[src/hw/rtl/avp_pkg.sv]
// avp_pkg: shared types, widths and codes for the average pooling block
// used by average_pooling_2d, avp_div and avp_checker; no dependencies
package avp_pkg;

  // default limits, handed to the top level as parameter defaults
  localparam int DEF_MAX_ROWS = 64;
  localparam int DEF_MAX_COLS = 64;
  localparam int DEF_MAX_POOL = 8;

  localparam int SAMPLE_BITS = 16;
  localparam int MAX_STRIDE  = 8;

  // configuration register widths
  localparam int PLANE_W  = 7;
  localparam int POOL_W   = 4;
  localparam int STRIDE_W = 4;
  localparam int PAD_W    = 3;

  localparam int CFG_IDX_W  = 3;
  localparam int CFG_DATA_W = 7;

  // padded plane dimension (up to 127 + 2*7), cursor, window position
  localparam int DIM_W  = 8;
  localparam int CUR_W  = 8;
  localparam int Y_W    = 12;
  localparam int AREA_W = 8;

  localparam int ERR_W = 2;

  // register indexes
  localparam logic [CFG_IDX_W-1:0] REG_PLANE_HEIGHT = 3'd0;
  localparam logic [CFG_IDX_W-1:0] REG_PLANE_WIDTH  = 3'd1;
  localparam logic [CFG_IDX_W-1:0] REG_POOL_HEIGHT  = 3'd2;
  localparam logic [CFG_IDX_W-1:0] REG_POOL_WIDTH   = 3'd3;
  localparam logic [CFG_IDX_W-1:0] REG_STRIDE_STEP  = 3'd4;
  localparam logic [CFG_IDX_W-1:0] REG_PAD_SIZE     = 3'd5;

  // register reset values
  localparam logic [PLANE_W-1:0]  RST_PLANE_HEIGHT = 7'd8;
  localparam logic [PLANE_W-1:0]  RST_PLANE_WIDTH  = 7'd8;
  localparam logic [POOL_W-1:0]   RST_POOL_HEIGHT  = 4'd2;
  localparam logic [POOL_W-1:0]   RST_POOL_WIDTH   = 4'd2;
  localparam logic [STRIDE_W-1:0] RST_STRIDE_STEP  = 4'd2;
  localparam logic [PAD_W-1:0]    RST_PAD_SIZE     = 3'd0;

  // item kinds
  localparam logic KIND_LOAD  = 1'b0;
  localparam logic KIND_FETCH = 1'b1;

  // result codes
  localparam logic [ERR_W-1:0] ERR_NONE   = 2'd0;
  localparam logic [ERR_W-1:0] ERR_WINDOW = 2'd1;
  localparam logic [ERR_W-1:0] ERR_EMPTY  = 2'd2;

endpackage

[src/hw/rtl/avp_div.sv]
// avp_div: bit-serial restoring divider, one quotient bit per cycle
// depends on avp_pkg for the divisor width
module avp_div
  import avp_pkg::*;
#(
  parameter int DIVIDEND_W = 24
) (
  input  logic                  clk,
  input  logic                  rst,
  input  logic                  start,
  input  logic [DIVIDEND_W-1:0] dividend,
  input  logic [AREA_W-1:0]     divisor,
  output logic                  done,
  output logic [DIVIDEND_W-1:0] quotient
);

  localparam int CNT_W = $clog2(DIVIDEND_W + 1);

  logic [DIVIDEND_W-1:0] quo;
  logic [AREA_W-1:0]     rem;
  logic [CNT_W-1:0]      cnt;
  logic [AREA_W:0]       shifted;
  logic [AREA_W:0]       rem_next;
  logic                  fits;

  always_comb begin
    shifted  = {rem, quo[DIVIDEND_W-1]};
    fits     = shifted >= {1'b0, divisor};
    rem_next = fits ? (shifted - {1'b0, divisor}) : shifted;
  end

  always_ff @(posedge clk) begin
    if (rst) begin
      cnt  <= '0;
      done <= 1'b0;
    end else begin
      done <= 1'b0;
      if (start) begin
        quo <= dividend;
        rem <= '0;
        cnt <= CNT_W'(DIVIDEND_W);
      end else if (cnt != '0) begin
        quo <= {quo[DIVIDEND_W-2:0], fits};
        // remainder stays below the divisor
        rem <= rem_next[AREA_W-1:0];
        cnt <= cnt - 1'b1;
        if (cnt == CNT_W'(1)) begin
          done <= 1'b1;
        end
      end
    end
  end

  assign quotient = quo;

endmodule

[config.mk]
export PLATFORM = sky130hd
export DESIGN_NAME = avp_div
export DESIGN_NICKNAME = d
export VERILOG_FILES = /design/src/hw/rtl/avp_pkg.sv /design/src/hw/rtl/avp_div.sv
export SDC_FILE = /design/constraint.sdc
export NUM_CORES = 1
export LEC_CHECK = 0
export ABC_CLOCK_PERIOD_IN_PS = 4800
export BUFFER_PORTS_ARGS = -buffer_cell sky130_fd_sc_hd__buf_2
export CORE_UTILIZATION = 43
export DETAILED_ROUTE_END_ITERATION = 16
export GPL_ROUTABILITY_DRIVEN = 0
export PLACE_DENSITY = 0.68
export SLEW_MARGIN = 20
export SYNTH_ARGS = -nofsm -noshare
export SYNTH_HDL_FRONTEND = slang
export SYNTH_SLANG_ARGS = --single-unit
export TNS_END_PERCENT = 30
[constraint.sdc]
create_clock -name clk -period 4.8 [get_ports clk]
set_clock_uncertainty 0.1 [all_clocks]
set_input_delay 0.24 -clock clk [delete_from_list [all_inputs] [get_ports clk]]
set_output_delay 0.24 -clock clk [all_outputs]
set_load 0.01 [all_outputs]
Yosys cells after proc, flatten, opt, wreduce, memory -nomap -nowiden
Index checks and enable logic that the tools add are counted.

Memories: 0. Register bits after elaboration: 38. Word-level logic and storage cells: 23. Input port bits: 35. Output and inout port bits: 25. Bits in writable memories: 0. Latch bits: 0. Bits in read-only memories: 0.

Divide/modulo/power cells: 0. $lt $le $gt $ge: 1. Reduce and logical (&&, ||, !) cells: 5. Add/sub/neg operators: 2. Multiplexer cells: 7. Equal/unequal tests: 1. Bitwise operators: 2. Multiply operators: 0. Shifts and indexed selects: 0.

Operators with widths (number): $mux W24 (2); $mux W8 (2); $mux W5 (2); $ge A9 B8 Y1 (1); $sub A8 B8 Y8 (1); $eq A5 B1 Y1 const B (1); $reduce_bool A5 Y1 (1); $sub A5 B1 Y5 const B (1); $reduce_or A3 Y1 (1); $not A1 Y1 (2); $reduce_and A2 Y1 (1); $reduce_bool A2 Y1 (1); $reduce_or A2 Y1 (1); $mux W1 (1).

Longest topological paths before layout
Depth in word-level cells: 3. Mapped depth: 8.

Worst setup path before layout
No wires, ideal clock.

Kind: register to register. From: reg cnt[0]. To: reg quo[0] (netlist: quotient[0]), enable pin. Clock period less this slack: 2.640 ns. Path buffers: 0. Setup time: 0.422 ns. Data required time: 4.278 ns. Setup slack: 2.160 ns. Data arrival time: 2.118 ns. Cell stages (with the launch flop): 6. Path through: dfxtp_1 -> inv_1 -> ha_1 -> nand2_1 -> nor2_1 -> nor2_1.

Longest elaborated chain between the ends: 3.

Ends and longest elaborated chain: start, declared (RTL line avp_div.sv:21) `logic [CNT_W-1:0] cnt;`; start signal, assigned (RTL line avp_div.sv:41) `cnt <= CNT_W'(DIVIDEND_W);`; start signal, assigned (RTL line avp_div.sv:46) `cnt <= cnt - 1'b1;`; $reduce_bool A5 Y1 (RTL line avp_div.sv:42) `end else if (cnt != '0) begin`; $reduce_bool A2 Y1 (no source line); $reduce_and A2 Y1 (no source line); end signal, assigned (RTL line avp_div.sv:39) `quo <= dividend;`; end signal, assigned (RTL line avp_div.sv:43) `quo <= {quo[DIVIDEND_W-2:0], fits};`; end, declared (RTL line avp_div.sv:19) `logic [DIVIDEND_W-1:0] quo;`.

No other way between the ends. A chain may end at the register's enable or synchronous reset.

Worst setup path after layout
From: reg rem[0]. To: reg quo[0] (netlist: quotient[0]) (data pin).

Longest elaborated chain between the ends: 3.

Ends and longest elaborated chain: start, declared (RTL line avp_div.sv:20) `logic [AREA_W-1:0] rem;`; start signal, assigned (RTL line avp_div.sv:45) `rem <= rem_next[AREA_W-1:0];`; $ge A9 B8 Y1 (RTL line avp_div.sv:28) `fits = shifted >= {1'b0, divisor};`; $mux W24 (RTL line avp_div.sv:42); $mux W24 (RTL line avp_div.sv:38) `if (start) begin`.

No other way between the ends. The select of a mux whose other input is x is not followed.

==> results.json <==
{
  "rrSetupSlack_ps": 2590,
  "drt_wl_total_microns": 3940,
  "cts_made_buffers": 5,
  "viasPerCell": 5.14,
  "ys_types": 46,
  "placed_area_sq_um": 2500,
  "start_util_pct": 45.0,
  "power.total_mw": 0.947,
  "min_period_over_period_pct": 46.1,
  "synth.avg_cell_area_sq_um": 12.5,
  "worstSetupEndpointType": "register",
  "post_cts_buffers": 0,
  "grt-ovfl-total": 0,
  "route.detailed.drc": 0,
  "clockBufferDepth": 2,
  "async_flop_share_pct": 0,
  "synthCells": 171,
  "nFillCells": 427,
  "port_buffers": 59,
  "die_h_microns": 72.5,
  "max_freq_mhz": 452,
  "setup-tns-final_ps": 0,
  "yosys.area_share.xor_xnor_pct": 1.23,
  "netlist_area_sq_um": 2140,
  "die-width_microns": 72.5,
  "ys_top_cells_by_area": "edfxtp_1 45%, mux2_2 13%, ha_1 5.9%, dfxtp_1 5.6%, a21oi_1 2.1%",
  "synth_ff_type": "edfxtp_1",
  "power.leakage_nw": 1.07,
  "cts_resized": 0,
  "core_area_sq_um": 4750,
  "synth_simple_gate_area_share_pct": 10.6,
  "cap_violations": 0,
  "synth_area_leader_cell": "edfxtp_1",
  "cts_tree": "built",
  "io_pins": 60,
  "fin_crit_ps": 2210,
  "crit_type": "register to register",
  "synthAdderAreaFrac_pct": 6.79,
  "synth_top_area_share_pct": 44.9,
  "antenna_found_initial": 0,
  "fp-row-count": 25,
  "firstDrtPassIters": 4,
  "yosysSeqAreaShare_pct": 50.6,
  "relSlewSlack_pct": 48.3,
  "drv_slew": 0,
  "ant_nets": 0,
  "cts_sinks": 38,
  "min_path_type": "input port to register",
  "rsz0062_at_grt": "no",
  "finalSetupViolCount": 0,
  "ys_warn_count": 0,
  "outcome": "finished clean",
  "synth_seq_cells": 38,
  "grt_pass1_wl_microns": 6480,
  "path_clk_slew_ps": 70,
  "synth_top_family_by_area": "compound AO/OA/AOI/OAI gates",
  "drive_gt1_share_pct": 44.7,
  "startpoint_type": "register",
  "synth-compound-area-share_pct": 14.7,
  "clock-root-buffer": "clkbuf_8",
  "insertion_delay_ps": 290,
  "cts_hold_buf": 0,
  "synth_fp_nets": 217,
  "fin_area_sq_um": 2610,
  "die-area_sq_um": 5260,
  "htreeDepth": 2,
  "synth_edf_count": 32,
  "arrival_ps": 2160,
  "hold_slack_ps": 106,
  "wl_per_cell_microns": 13.1,
  "fin_nets": 280,
  "powerDensity_nw_per_um2": 363,
  "grt_max_degree": 40,
  "worstMarginPinSlew_ps": 776,
  "hold_viol": 0,
  "drtIter0Drc": 55,
  "yosysMostFrequentCell": "edfxtp_1",
  "peakVddDrop_v": 0.000297,
  "synth.area.mux_share_pct": 12.6,
  "syn_to_final_growth_pct": 21.9,
  "antenna_cells": 0,
  "grt_use_total_pct": 16.4,
  "hpwl_microns": 2910,
  "vias": 1551,
  "cp_max_fo": 6,
  "crit_required_ps": 4750,
  "synthTopCellsByCount": "32 x edfxtp_1, 24 x mux2_2, 12 x inv_1",
  "grt_pass1_vias": 1430
}
kinds of logic after synthesis:
kind of cell             after synthesis
XOR/XNOR                               3
adder cells (fa/ha/maj)               11
buffers and inverters                 16
AND/OR/NAND/NOR                       41
multiplexers                          24
flip-flops                            38
AO/OA/AOI/OAI                         38
area by class of cell:
| type | count | area, sq um | area share [%] |
|---|---|---|---|
| Inverter | 12 | 45.0 | 1.73 |
| Timing Repair Buffer | 60 | 303 | 11.6 |
| Tap cell | 67 | 83.8 | 3.22 |
| Clock buffer | 5 | 68.8 | 2.64 |
| Multi-Input combinational cell | 117 | 985 | 37.8 |
| Sequential cell | 38 | 1080 | 41.5 |
| Clock inverter | 3 | 40.0 | 1.54 |
stage by stage:
step | setup WS (ps) | instances | util [%]
final | 2590 | 302 | 54.8
after global routing | 2460 | 302 | 54.8
after CTS | 2580 | 302 | 54.8
after floorplan | 2160 | 171 | -
after global placement | 2540 | 294 | 52.5
after detailed placement | 2540 | 294 | 52.5
routing by layer:
layer	vias to the layer above	global-route usage [%]	part of all wire [%]
met1	709	21.1	46
met4	0	6.54	1.6
met5	-	0	0
met3	7	5.97	7.8
met2	49	25.1	45
li1	786	-	-
flip-flops by register name, indices dropped and copies added (netlist names):
signal,count
rem,8
done,1
cnt,5
quotient,24
placed cells by master (no fill, tap or decap), types with 2 or more instances in the layout:
cell type | Yosys | routed
mux2_2 | 24 | 24
nor2b_1 | 3 | 3
o21ai_0 | 6 | 6
buf_2 | 0 | 59
nand2_1 | 5 | 5
o21a_1 | 2 | 2
xnor2_1 | 3 | 3
nor4_1 | 2 | 2
dfxtp_1 | 6 | 6
nor2_1 | 7 | 6
ha_1 | 10 | 10
edfxtp_1 | 32 | 32
a211oi_1 | 3 | 3
inv_1 | 12 | 12
nor3b_1 | 2 | 2
a21oi_1 | 9 | 9
and2_1 | 2 | 2
nor3_1 | 7 | 7
clkbuf_8 | 0 | 5
nand3_1 | 6 | 6
clkinv_2 | 0 | 2
path summary, 6_finish.rpt:
kind / end / from / depth (start not counted)
hold / removal: cnt[4] / rst / 2
hold reg to reg: cnt[4] / cnt[4] / 2
setup reg to reg: quotient[0] / rem[0] / 6
setup / recovery: quotient[0] / rem[0] / 6
worst max-delay path, cell delays in order (launching register included):
cell and delay (ps):
edfxtp_1 440, ha_1 310, nor2b_4 140, o31ai_4 340
a31o_4 250, nand2_1 100, mux2_2 280
power by group:
part           internal, mW  total (mW)  switching (mW)  leakage [nW]
Clock                 0.153       0.262           0.109        0.0579
Sequential            0.407       0.428          0.0218         0.362
Combinational         0.120       0.256           0.136         0.647
Power figures use the tool's default switching activity.
